File: config.mk
export PLATFORM = sky130hd
export DESIGN_NAME = video_chip_line_cycle_decoder_flat
export DESIGN_NICKNAME = d
export VERILOG_FILES = /design/src/rtl/vlcd_pkg.sv /design/src/rtl/vlcd_channels.sv /design/src/rtl/vlcd_decode.sv /design/src/rtl/video_chip_line_cycle_decoder.sv /design/src/flat_wrapper.sv
export VERILOG_INCLUDE_DIRS = /design/src /design/src/rtl
export SDC_FILE = /design/constraint.sdc
export NUM_CORES = 1
export LEC_CHECK = 0
export BUFFER_PORTS_ARGS = -buffer_cell sky130_fd_sc_hd__buf_4
export CAP_MARGIN = 20
export CORE_MARGIN = 1.5
export CORE_UTILIZATION = 45
export CTS_BUF_LIST = sky130_fd_sc_hd__clkbuf_4 sky130_fd_sc_hd__clkbuf_8
export CTS_CLUSTER_DIAMETER = 100
export DETAILED_ROUTE_END_ITERATION = 12
export GPL_ROUTABILITY_DRIVEN = 1
export GPL_TIMING_DRIVEN = 1
export MAX_ROUTING_LAYER = met4
export PLACE_DENSITY = 0.76
export SYNTH_ARGS = -nofsm -noshare
export SYNTH_HDL_FRONTEND = slang
export SYNTH_SLANG_ARGS = --single-unit
File: constraint.sdc
create_clock -name clock -period 3.81 [get_ports clock]
set_input_delay 0.381 -clock clock [delete_from_list [all_inputs] [get_ports clock]]
set_output_delay 0.381 -clock clock [all_outputs]
set_load 0.02 [all_outputs]
File: src/rtl/video_chip_line_cycle_decoder_defines.svh
// assertion macros shared by the raster line cycle decoder
`ifndef VIDEO_CHIP_LINE_CYCLE_DECODER_DEFINES_SVH
`define VIDEO_CHIP_LINE_CYCLE_DECODER_DEFINES_SVH

// same-cycle implication, disabled during reset
`define VLCD_ASSERT_NOW(label, clk, rst, ante, cons, msg) \
   label: assert property (@(posedge clk) disable iff (rst) (ante) |-> (cons)) else $error(msg);

// next-cycle implication, disabled during reset
`define VLCD_ASSERT_NEXT(label, clk, rst, ante, cons, msg) \
   label: assert property (@(posedge clk) disable iff (rst) (ante) |=> (cons)) else $error(msg);

`endif

File: src/rtl/vlcd_pkg.sv
// shared types and codes of the raster line cycle decoder
package vlcd_pkg;

   localparam int LINE_CYCLES = 65;

   // timing standard codes
   localparam logic [1:0] MODE_PAL      = 2'd0;
   localparam logic [1:0] MODE_NTSC     = 2'd1;
   localparam logic [1:0] MODE_OLD_NTSC = 2'd2;
   localparam logic [1:0] MODE_UNUSED   = 2'd3;

   // configuration register indexes
   localparam logic CSR_VIDEO_MODE    = 1'b0;
   localparam logic CSR_SCANLINE_MODE = 1'b1;

   // sprite fetch phase codes
   localparam logic [1:0] PHASE_NONE   = 2'd0;
   localparam logic [1:0] PHASE_FIRST  = 2'd1;
   localparam logic [1:0] PHASE_SECOND = 2'd2;

   // render event codes
   localparam logic [1:0] RENDER_NONE   = 2'd0;
   localparam logic [1:0] RENDER_LINE   = 2'd1;
   localparam logic [1:0] RENDER_FINISH = 2'd2;

   // line task codes
   localparam logic [2:0] TASK_NONE          = 3'd0;
   localparam logic [2:0] TASK_VC_UPDATE     = 3'd1;
   localparam logic [2:0] TASK_MC_BASE       = 3'd2;
   localparam logic [2:0] TASK_LEFT_BORDER0  = 3'd3;
   localparam logic [2:0] TASK_LEFT_BORDER1  = 3'd4;
   localparam logic [2:0] TASK_RIGHT_BORDER0 = 3'd5;
   localparam logic [2:0] TASK_RIGHT_BORDER1 = 3'd6;
   localparam logic [2:0] TASK_RC_UPDATE     = 3'd7;

   // sprite check bits
   localparam logic [2:0] CHECK_DMA     = 3'b001;
   localparam logic [2:0] CHECK_EXPAND  = 3'b010;
   localparam logic [2:0] CHECK_DISPLAY = 3'b100;

   // decoded flags of one line cycle
   typedef struct packed {
      logic [7:0] sprite_ba_mask;
      logic       background_ba;
      logic [2:0] sprite_number;
      logic [1:0] sprite_fetch_phase;
      logic       refresh_fetch;
      logic       char_fetch;
      logic       graphics_fetch;
      logic [2:0] sprite_checks;
      logic       visible_cycle;
      logic [1:0] render_event;
      logic [2:0] line_task;
      logic [5:0] sprite_x_column;
   } decode_type;

endpackage

File: src/rtl/vlcd_channels.sv
// request and response channel interfaces of the raster line cycle decoder
interface vlcd_req_if;
   logic       valid;
   logic       ready;
   logic [6:0] line_cycle;

   modport source (output valid, output line_cycle, input ready);
   modport sink (input valid, input line_cycle, output ready);
endinterface

interface vlcd_rsp_if;
   logic       valid;
   logic       ready;
   logic [7:0] sprite_ba_mask;
   logic       background_ba;
   logic [2:0] sprite_number;
   logic [1:0] sprite_fetch_phase;
   logic       refresh_fetch;
   logic       char_fetch;
   logic       graphics_fetch;
   logic [2:0] sprite_checks;
   logic       visible_cycle;
   logic [1:0] render_event;
   logic [2:0] line_task;
   logic [5:0] sprite_x_column;

   modport source (
      output valid, input ready,
      output sprite_ba_mask, output background_ba, output sprite_number,
      output sprite_fetch_phase, output refresh_fetch, output char_fetch,
      output graphics_fetch, output sprite_checks, output visible_cycle,
      output render_event, output line_task, output sprite_x_column
   );
   modport sink (
      input valid, output ready,
      input sprite_ba_mask, input background_ba, input sprite_number,
      input sprite_fetch_phase, input refresh_fetch, input char_fetch,
      input graphics_fetch, input sprite_checks, input visible_cycle,
      input render_event, input line_task, input sprite_x_column
   );
endinterface

File: src/rtl/vlcd_decode.sv
// combinational cycle table decode and sprite x column of one line cycle
module vlcd_decode (
   input  logic [6:0]           line_cycle,
   input  logic [1:0]           video_mode,
   input  logic                 scanline_mode,
   output vlcd_pkg::decode_type result
);
   import vlcd_pkg::*;

   logic       pal;
   logic       ntsc;
   logic       in_range;
   logic       fetch_en;
   logic [1:0] fetch_phase;
   logic [6:0] fetch_sum;
   logic [2:0] fetch_sprite;
   logic [10:0] fetch_mask;
   logic       skip_add;
   logic [6:0] step_count;
   logic [6:0] column_wide;
   decode_type flags;

   assign pal      = (video_mode == MODE_PAL);
   assign ntsc     = (video_mode == MODE_NTSC);
   assign in_range = (line_cycle >= 7'd1) && (line_cycle <= 7'(LINE_CYCLES));

   // cycle table
   always_comb begin
      flags       = '0;
      fetch_en    = 1'b0;
      fetch_phase = PHASE_NONE;
      fetch_sum   = '0;
      case (line_cycle) inside
         [7'd1:7'd10]: begin
            if (ntsc) begin
               if (line_cycle != 7'd10) begin
                  fetch_en = 1'b1;
                  if (line_cycle[0]) begin
                     fetch_phase = PHASE_SECOND;
                     fetch_sum   = line_cycle + 7'd5;
                  end else begin
                     fetch_phase = PHASE_FIRST;
                     fetch_sum   = line_cycle + 7'd6;
                  end
               end
            end else begin
               fetch_en = 1'b1;
               if (line_cycle[0]) begin
                  fetch_phase = PHASE_FIRST;
                  fetch_sum   = line_cycle + 7'd5;
               end else begin
                  fetch_phase = PHASE_SECOND;
                  fetch_sum   = line_cycle + 7'd4;
               end
            end
         end
         [7'd11:7'd15]: begin
            flags.refresh_fetch = 1'b1;
            flags.background_ba = (line_cycle >= 7'd12);
            if (line_cycle == 7'd14) flags.line_task = TASK_VC_UPDATE;
            flags.char_fetch = (line_cycle == 7'd15);
         end
         [7'd16:7'd54]: begin
            flags.background_ba  = 1'b1;
            flags.char_fetch     = 1'b1;
            flags.graphics_fetch = 1'b1;
            flags.visible_cycle  = 1'b1;
            if (line_cycle == 7'd16) flags.line_task = TASK_MC_BASE;
            if (line_cycle == 7'd17) flags.line_task = TASK_LEFT_BORDER0;
            if (line_cycle == 7'd18) flags.line_task = TASK_LEFT_BORDER1;
         end
         7'd55: begin
            flags.graphics_fetch = 1'b1;
            flags.visible_cycle  = 1'b1;
            if (pal) begin
               flags.sprite_checks  = CHECK_DMA;
               flags.sprite_ba_mask = 8'h01;
            end
         end
         7'd56: begin
            flags.sprite_checks  = CHECK_DMA | CHECK_EXPAND;
            flags.line_task      = TASK_RIGHT_BORDER0;
            flags.sprite_ba_mask = 8'h01;
         end
         7'd57: begin
            flags.line_task = TASK_RIGHT_BORDER1;
            if (pal) begin
               flags.sprite_ba_mask = 8'h03;
            end else begin
               flags.sprite_checks  = CHECK_DMA;
               flags.sprite_ba_mask = 8'h01;
            end
         end
         7'd58: begin
            flags.line_task = TASK_RC_UPDATE;
            if (pal) begin
               fetch_en    = 1'b1;
               fetch_phase = PHASE_FIRST;
               fetch_sum   = 7'd0;
            end else begin
               flags.sprite_ba_mask = 8'h03;
            end
            if (!ntsc) flags.sprite_checks = CHECK_DISPLAY;
         end
         [7'd59:7'd63]: begin
            fetch_en = 1'b1;
            if (pal) begin
               if (line_cycle[0]) begin
                  fetch_phase = PHASE_SECOND;
                  fetch_sum   = line_cycle - 7'd59;
               end else begin
                  fetch_phase = PHASE_FIRST;
                  fetch_sum   = line_cycle - 7'd58;
               end
            end else begin
               if (line_cycle[0]) begin
                  fetch_phase = PHASE_FIRST;
                  fetch_sum   = line_cycle - 7'd59;
               end else begin
                  fetch_phase = PHASE_SECOND;
                  fetch_sum   = line_cycle - 7'd60;
               end
            end
            if ((line_cycle == 7'd59) && ntsc) flags.sprite_checks = CHECK_DISPLAY;
         end
         7'd64: begin
            fetch_en    = 1'b1;
            fetch_phase = PHASE_SECOND;
            fetch_sum   = 7'd4;
         end
         7'd65: begin
            fetch_en    = 1'b1;
            fetch_phase = PHASE_FIRST;
            fetch_sum   = 7'd6;
         end
         default: begin
            flags = '0;
         end
      endcase

      // sprite pointer and data fetch: sprite number is the halved sum
      fetch_sprite = fetch_sum[3:1];
      fetch_mask   = (fetch_phase == PHASE_FIRST) ? (11'd3 << fetch_sprite)
                                                  : (11'd7 << fetch_sprite);
      if (fetch_en) begin
         flags.sprite_ba_mask     = fetch_mask[7:0];
         flags.sprite_number      = fetch_sprite;
         flags.sprite_fetch_phase = fetch_phase;
      end

      // line renderer: display check replaced by render events and phi2 start
      if (scanline_mode) begin
         flags.sprite_checks = flags.sprite_checks & (CHECK_DMA | CHECK_EXPAND);
         if (line_cycle == 7'd33) begin
            flags.render_event = RENDER_LINE;
         end else if (line_cycle == 7'd55) begin
            flags.render_event = RENDER_FINISH;
         end else if (line_cycle == 7'd12) begin
            flags.sprite_checks = flags.sprite_checks | CHECK_DISPLAY;
         end
      end

      // horizontal position: twelve adds of 8 reach the wrap point in every mode
      skip_add    = ntsc && (line_cycle >= 7'd62);
      step_count  = line_cycle - 7'd1 - {6'd0, skip_add};
      column_wide = (step_count < 7'd12) ? (step_count + (pal ? 7'd51 : 7'd52))
                                         : (step_count - 7'd12);
      flags.sprite_x_column = column_wide[5:0];

      result = in_range ? flags : '0;
   end
endmodule

File: src/rtl/video_chip_line_cycle_decoder.sv
// Raster line cycle decoder: one line cycle number in, one set of per-cycle
// action flags out. An item is taken every clock unless the response side
// stalls; each request transfer is registered, decoded by one stage of table
// logic and registered again, and the response is held until it transfers;
// the sustained rate is one item per clock, set by the single decode stage,
// while not stalled. Cycles 64 and 65 are decoded from the table in every mode;
// a cycle of 0 or above 65 gives all fields zero. Timing standard code 3
// decodes as old NTSC. There is no clearing pass after reset; the user writes
// configuration only while the block is idle, which the block does not enforce.
`include "video_chip_line_cycle_decoder_defines.svh"

module video_chip_line_cycle_decoder (
   input  logic              clock,
   input  logic              reset,
   input  logic              csr_write_enable,
   input  logic              csr_index,
   input  logic [1:0]        csr_write_data,
   vlcd_req_if.sink          req_bus,
   vlcd_rsp_if.source        rsp_bus
);
   import vlcd_pkg::*;

   logic       video_mode_ff;
   logic [1:0] video_mode_reg_ff;
   logic       scanline_mode_ff;
   logic       s1_valid_ff;
   logic       s1_valid_in;
   logic [6:0] s1_cycle_ff;
   logic       rsp_valid_ff;
   logic       rsp_valid_in;
   decode_type rsp_data_ff;
   decode_type decoded;
   logic       req_transfer;
   logic       rsp_free;
   logic       s1_move;

   // configuration registers
   always_ff @(posedge clock) begin
      if (reset) begin
         video_mode_reg_ff <= MODE_PAL;
         scanline_mode_ff  <= 1'b0;
      end else if (csr_write_enable) begin
         if (csr_index == CSR_VIDEO_MODE) begin
            video_mode_reg_ff <= csr_write_data;
         end else begin
            scanline_mode_ff <= csr_write_data[0];
         end
      end
   end

   // pal flag kept for the checks below
   always_ff @(posedge clock) begin
      if (reset) begin
         video_mode_ff <= 1'b1;
      end else begin
         video_mode_ff <= (video_mode_reg_ff == MODE_PAL);
      end
   end

   // pipeline handshake
   assign rsp_free      = !rsp_valid_ff || rsp_bus.ready;
   assign s1_move       = s1_valid_ff && rsp_free;
   assign req_bus.ready = !s1_valid_ff || rsp_free;
   assign req_transfer  = req_bus.valid && req_bus.ready;
   assign s1_valid_in   = req_transfer ? 1'b1 : (s1_move ? 1'b0 : s1_valid_ff);
   assign rsp_valid_in  = s1_move ? 1'b1 : (rsp_bus.ready ? 1'b0 : rsp_valid_ff);

   // control registers
   always_ff @(posedge clock) begin
      if (reset) begin
         s1_valid_ff  <= 1'b0;
         rsp_valid_ff <= 1'b0;
      end else begin
         s1_valid_ff  <= s1_valid_in;
         rsp_valid_ff <= rsp_valid_in;
      end
   end

   // input register
   always_ff @(posedge clock) begin
      if (req_transfer) begin
         s1_cycle_ff <= req_bus.line_cycle;
      end
   end

   vlcd_decode u_decode (
      .line_cycle    (s1_cycle_ff),
      .video_mode    (video_mode_reg_ff),
      .scanline_mode (scanline_mode_ff),
      .result        (decoded)
   );

   // result register
   always_ff @(posedge clock) begin
      if (s1_move) begin
         rsp_data_ff <= decoded;
      end
   end

   // response outputs
   assign rsp_bus.valid              = rsp_valid_ff;
   assign rsp_bus.sprite_ba_mask     = rsp_data_ff.sprite_ba_mask;
   assign rsp_bus.background_ba      = rsp_data_ff.background_ba;
   assign rsp_bus.sprite_number      = rsp_data_ff.sprite_number;
   assign rsp_bus.sprite_fetch_phase = rsp_data_ff.sprite_fetch_phase;
   assign rsp_bus.refresh_fetch      = rsp_data_ff.refresh_fetch;
   assign rsp_bus.char_fetch         = rsp_data_ff.char_fetch;
   assign rsp_bus.graphics_fetch     = rsp_data_ff.graphics_fetch;
   assign rsp_bus.sprite_checks      = rsp_data_ff.sprite_checks;
   assign rsp_bus.visible_cycle      = rsp_data_ff.visible_cycle;
   assign rsp_bus.render_event       = rsp_data_ff.render_event;
   assign rsp_bus.line_task          = rsp_data_ff.line_task;
   assign rsp_bus.sprite_x_column    = rsp_data_ff.sprite_x_column;

   // checks
   `VLCD_ASSERT_NEXT(a_stage_moves, clock, reset, s1_move, rsp_valid_ff,
      "decoded item lost")
   `VLCD_ASSERT_NOW(a_fetch_has_mask, clock, reset,
      rsp_valid_ff && (rsp_data_ff.sprite_fetch_phase != PHASE_NONE),
      rsp_data_ff.sprite_ba_mask != 8'h00, "sprite fetch without bus request")
   `VLCD_ASSERT_NOW(a_char_in_window, clock, reset,
      rsp_valid_ff && rsp_data_ff.char_fetch,
      rsp_data_ff.visible_cycle || rsp_data_ff.refresh_fetch,
      "character fetch outside display window")
   `VLCD_ASSERT_NOW(a_refresh_no_sprite, clock, reset,
      rsp_valid_ff && rsp_data_ff.refresh_fetch && video_mode_ff,
      rsp_data_ff.sprite_fetch_phase == PHASE_NONE, "refresh collides with sprite fetch")
endmodule

File: src/flat_wrapper.sv
// flat-port wrapper written by rule: the top's interface ports become plain ports
module video_chip_line_cycle_decoder_flat import vlcd_pkg::*;
  (clock, reset, csr_write_enable, csr_index, csr_write_data, req_bus_valid, req_bus_line_cycle, req_bus_ready, rsp_bus_valid, rsp_bus_ready, rsp_bus_sprite_ba_mask, rsp_bus_background_ba, rsp_bus_sprite_number, rsp_bus_sprite_fetch_phase, rsp_bus_refresh_fetch, rsp_bus_char_fetch, rsp_bus_graphics_fetch, rsp_bus_sprite_checks, rsp_bus_visible_cycle, rsp_bus_render_event, rsp_bus_line_task, rsp_bus_sprite_x_column);
  vlcd_req_if req_bus_i ();
  vlcd_rsp_if rsp_bus_i ();
  input  logic clock;
  input  logic reset;
  input  logic csr_write_enable;
  input  logic csr_index;
  input  logic [1:0] csr_write_data;
  input wire logic [$bits(req_bus_i.valid)-1:0] req_bus_valid;
  input wire logic [$bits(req_bus_i.line_cycle)-1:0] req_bus_line_cycle;
  output wire logic [$bits(req_bus_i.ready)-1:0] req_bus_ready;
  output wire logic [$bits(rsp_bus_i.valid)-1:0] rsp_bus_valid;
  input wire logic [$bits(rsp_bus_i.ready)-1:0] rsp_bus_ready;
  output wire logic [$bits(rsp_bus_i.sprite_ba_mask)-1:0] rsp_bus_sprite_ba_mask;
  output wire logic [$bits(rsp_bus_i.background_ba)-1:0] rsp_bus_background_ba;
  output wire logic [$bits(rsp_bus_i.sprite_number)-1:0] rsp_bus_sprite_number;
  output wire logic [$bits(rsp_bus_i.sprite_fetch_phase)-1:0] rsp_bus_sprite_fetch_phase;
  output wire logic [$bits(rsp_bus_i.refresh_fetch)-1:0] rsp_bus_refresh_fetch;
  output wire logic [$bits(rsp_bus_i.char_fetch)-1:0] rsp_bus_char_fetch;
  output wire logic [$bits(rsp_bus_i.graphics_fetch)-1:0] rsp_bus_graphics_fetch;
  output wire logic [$bits(rsp_bus_i.sprite_checks)-1:0] rsp_bus_sprite_checks;
  output wire logic [$bits(rsp_bus_i.visible_cycle)-1:0] rsp_bus_visible_cycle;
  output wire logic [$bits(rsp_bus_i.render_event)-1:0] rsp_bus_render_event;
  output wire logic [$bits(rsp_bus_i.line_task)-1:0] rsp_bus_line_task;
  output wire logic [$bits(rsp_bus_i.sprite_x_column)-1:0] rsp_bus_sprite_x_column;
  assign req_bus_i.valid = req_bus_valid;
  assign req_bus_i.line_cycle = req_bus_line_cycle;
  assign req_bus_ready = req_bus_i.ready;
  assign rsp_bus_valid = rsp_bus_i.valid;
  assign rsp_bus_i.ready = rsp_bus_ready;
  assign rsp_bus_sprite_ba_mask = rsp_bus_i.sprite_ba_mask;
  assign rsp_bus_background_ba = rsp_bus_i.background_ba;
  assign rsp_bus_sprite_number = rsp_bus_i.sprite_number;
  assign rsp_bus_sprite_fetch_phase = rsp_bus_i.sprite_fetch_phase;
  assign rsp_bus_refresh_fetch = rsp_bus_i.refresh_fetch;
  assign rsp_bus_char_fetch = rsp_bus_i.char_fetch;
  assign rsp_bus_graphics_fetch = rsp_bus_i.graphics_fetch;
  assign rsp_bus_sprite_checks = rsp_bus_i.sprite_checks;
  assign rsp_bus_visible_cycle = rsp_bus_i.visible_cycle;
  assign rsp_bus_render_event = rsp_bus_i.render_event;
  assign rsp_bus_line_task = rsp_bus_i.line_task;
  assign rsp_bus_sprite_x_column = rsp_bus_i.sprite_x_column;
  video_chip_line_cycle_decoder u_core (.clock(clock), .reset(reset), .csr_write_enable(csr_write_enable), .csr_index(csr_index), .csr_write_data(csr_write_data), .req_bus(req_bus_i), .rsp_bus(rsp_bus_i));
endmodule
==> summary.md <==
| Metric | Value |
|---|---|
| Num ports | `slightly below 50` |
| Share of cells above drive strength 1 | `22.10%` |
| Die area | `0.007144 mm²` |
| Largest cells by area after synthesis | `edfxtp_1 (38%), ha_1 (8.4%), nor2_1 (4.4%), nand2_1 (3.8%), a21oi_1 (3.5%)` |
| CP Capture Type | `flip-flop` |
| Setup Slack @ Placement | `roughly 490 ps` |
| DR pass1 iterations | `5` |
| # fillers | `about 560` |
| Yosys top cell area share | `38.16%` |
| Post-CTS Setup Inserts | `0` |
| Syn-to-layout area delta | `17.66%` |
| Least-Margin Pin Slew | `630.0 ps` |
| Largest family of logic cells by synthesized area | `simple AND/OR/NAND/NOR gates` |
| Dpl hpwl | `5491 µm` |
| Crit path launch type | `flip-flop` |
| Die width | `84.52 µm` |
| Post-synthesis mux area share | `1.339%` |
| Top cells by count, synth | `edfxtp_1 (38), nor2_1 (35), nand2_1 (30)` |
| Vias in the first global route | `2387` |
| R2R Path Start | `u_core.s1_cycle_ff[4]` |
| Final hold violation count | `0` |
| DR vias/cell | `slightly below 6` |
| First-pass GRT wire length | `~12000 µm` |
| Die height | `84.52 µm` |
| Synth Area in XOR/XNOR | `between 2 and 3%` |
| Final wirelength | `7205 µm` |
| Initial antenna violation count | `0` |
| FMAX | `299.8 MHz` |
| Type of the worst setup path | `flip-flop to flip-flop` |
| Unrepaired setup endpoints after global routing | `no` |
| Post-synth EDFFs | `38` |
| Critical path endpoint | `u_core.rsp_bus.sprite_x_column[4]` |
| H-tree depth | `2` |
| Hold_buf cts | `0` |
| Max cap viols | `0` |
| Setup TNS | `0 ps` |
| Post-Syn Instances | `316` |
| DRT antenna net count | `0` |
| Crit. Startpoint | `u_core.s1_cycle_ff[4]` |
| Detailed Route Iter0 Violations | `just over 200` |
| # port buffers | `48` |
| Floorplan Core Area | `0.006386 mm²` |
| Fin crit period | `3335 ps` |
| PwrDens | `337.7 mW/mm²` |
| Gates resized, CTS repair | `0` |
| GRT Total Usage | `21.26%` |
| Pwr Total | `0.001188 W` |
| Syn_nets | `352` |
| Yosys warns | `0` |
| Post-Syn Area | `0.002990 mm²` |
| Synth Area in Simple Gates | `20.96%` |
| Total Nets Final | `397` |
| Worst R2R End | `u_core.rsp_bus.sprite_x_column[4]` |
| Slew margin rel. | `57.43%` |
| Critical path data arrival time | `3380 ps` |
| Adder-cell share of the synthesized area | `9.038%` |
| Row count | `29` |
| Yosys reg bits | `43` |
| Post-synthesis cell type count | `between 60 and 70` |
| Gpl congestion | `between 0.9 and 1` |
| Global route overflow | `0` |
| Req. time, crit path | `about 3900 ps` |
| Syn avg cell area | `9.463 µm²` |
| Synth async-reset ratio | `0%` |
| Initial Util | `46.83%` |
| N_diodes | `0` |
| Most used DFF post-synth | `edfxtp_1` |
| Largest net degree at the start of global routing | `32` |
| Final worst slack | `474.9 ps` |
| Hold Crit Class | `primary input to flip-flop` |
| Peak VDD IR | `around 220 µV` |
| Proportion of synthesized chip area in sequential cells | `41.51%` |
| Num CTS Buffers | `5` |
| Clock tree skew after final layout | `9.805 ps` |
| Worst skew pair latency | `300 ps` |
| Lkg Pwr | `1.422 nW` |
| Max FO, Critical Path | `12` |
| Compound-gate portion of the synthesized area | `19.33%` |
| Reg2Reg Depth | `12` |
| Top cell type by total area after synthesis | `edfxtp_1` |
| Routed len/inst | `~16 µm` |
| Status | `complete, no violations` |
| R2R setup slack | `between 400 and 500 ps` |
| TritonCTS clock tree | `done` |
| Post-route DRC | `0` |
| Root Driver | `clkbuf_8` |
| Vias post-DR | `2585` |
| CTS sink count | `43` |
| Most numerous cell in the Yosys netlist | `edfxtp_1` |
| Tcrit/Tclk final | `87.53%` |
| Setup Viol. Count Final | `0` |
| Pins over their slew limit | `0` |
| Longest Clk Path Bufs | `2` |
| Clock slew at reported path FFs | `~80 ps` |
==> per-layer routing <==
layer	wire length (µm)	vias to the layer above	track usage, %
met1	3082	1186	28.46
met4	181	0	7.478
li1	-	1247	-
met3	573	20	3.441
met5	0	-	-
met2	3367	132	32.83
==> state kept, by name (all words and copies together), names as in the netlist <==
name                               count
u_core.rsp_bus.sprite_x_column         6
u_core.rsp_bus.background_ba           1
u_core.rsp_bus.sprite_ba_mask          8
u_core.rsp_bus.sprite_checks           3
u_core.s1_cycle_ff                     7
u_core.rsp_bus.line_task               3
u_core.rsp_bus.sprite_number           3
u_core.s1_valid_ff                     1
u_core.rsp_bus.graphics_fetch          1
u_core.rsp_bus.render_event            2
u_core.scanline_mode_ff                1
u_core.rsp_bus.sprite_fetch_phase      2
u_core.rsp_bus.char_fetch              1
u_core.rsp_bus.refresh_fetch           1
u_core.video_mode_reg_ff               2
u_core.rsp_bus.valid                   1
==> worst min-delay path by stage <==
stage | from | to | slack [ps] | depth (start not counted)
2_1_floorplan | reset | u_core.scanline_mode_ff | 450 | 1
3_3_place_gp | u_core.s1_valid_ff | u_core.rsp_bus.valid | 500 | 2
3_5_place_dp | u_core.scanline_mode_ff | u_core.scanline_mode_ff | 520 | 2
4_1_cts | req_bus_line_cycle[1] | u_core.s1_cycle_ff[1] | 250 | 1
5_1_grt | req_bus_line_cycle[1] | u_core.s1_cycle_ff[1] | 250 | 1
6_report | req_bus_line_cycle[6] | u_core.s1_cycle_ff[6] | 260 | 1
==> where the power goes <==
group	internal, W	switching, W
Combinational	0.000106	0.000159
Sequential	0.000542	0.0000209
Clock	0.000195	0.000165
Total	0.000843	0.000345
==> worst max-delay path, cell delays in order, from the launching register on <==
cell      delay [ps]
edfxtp_1         560
and2_2           300
and3_1           180
o21ai_0          150
ha_1             220
inv_1             60
ha_1             220
o21ai_0          210
xor2_1           300
and4_1           410
mux2i_1          260
xor2_1           160
nor2_1            50
==> per-stage QoR <==
stage | hold slack (ps) | area, µm² | util (%) | cells
floorplan | 450.1 | 2990 | - | 316
global placement | 504.8 | 3406 | 53.33 | 431
detailed placement | 517.7 | 3406 | 53.33 | 431
CTS | 254.1 | 3518 | 55.09 | 439
global route | 249.6 | 3518 | 55.09 | 439
finish | 255.6 | 3518 | 55.09 | 439
==> cell usage in the layout (no fill, tap or decap), drive strengths merged, types with 4 or more instances in the layout <==
master,instances
a211oi,4
a21oi,22
a31oi,5
and2,7
and3,4
buf,55
clkbuf,5
dfxtp,5
edfxtp,38
ha,20
inv,12
mux2i,4
nand2,30
nand2b,6
nand3,4
nor2,37
nor2b,9
nor3,9
o21ai,22
xnor2,4
xor2,6
==> logic make-up after synthesis <==
logic type,count (synthesis)
AOI/OAI and AO/OA,85
xor gates and xnor gates,10
adders and majority gates,21
buffers and inverters,30
DFF,43
muxes,4
and+or+nand+nor,123
==> area by class of cell <==
cell class | instances | area [µm²] | share of cell area, %
clock buffers | 5 | 68.82 | 1.956
clock inverters | 3 | 43.79 | 1.245
inverters | 13 | 50.05 | 1.422
multi-input cells | 243 | 1605 | 45.63
flip-flops and latches | 43 | 1241 | 35.28
well taps | 77 | 96.34 | 2.738
repair buffers | 55 | 412.9 | 11.74
Power figures use the tool's default switching activity.
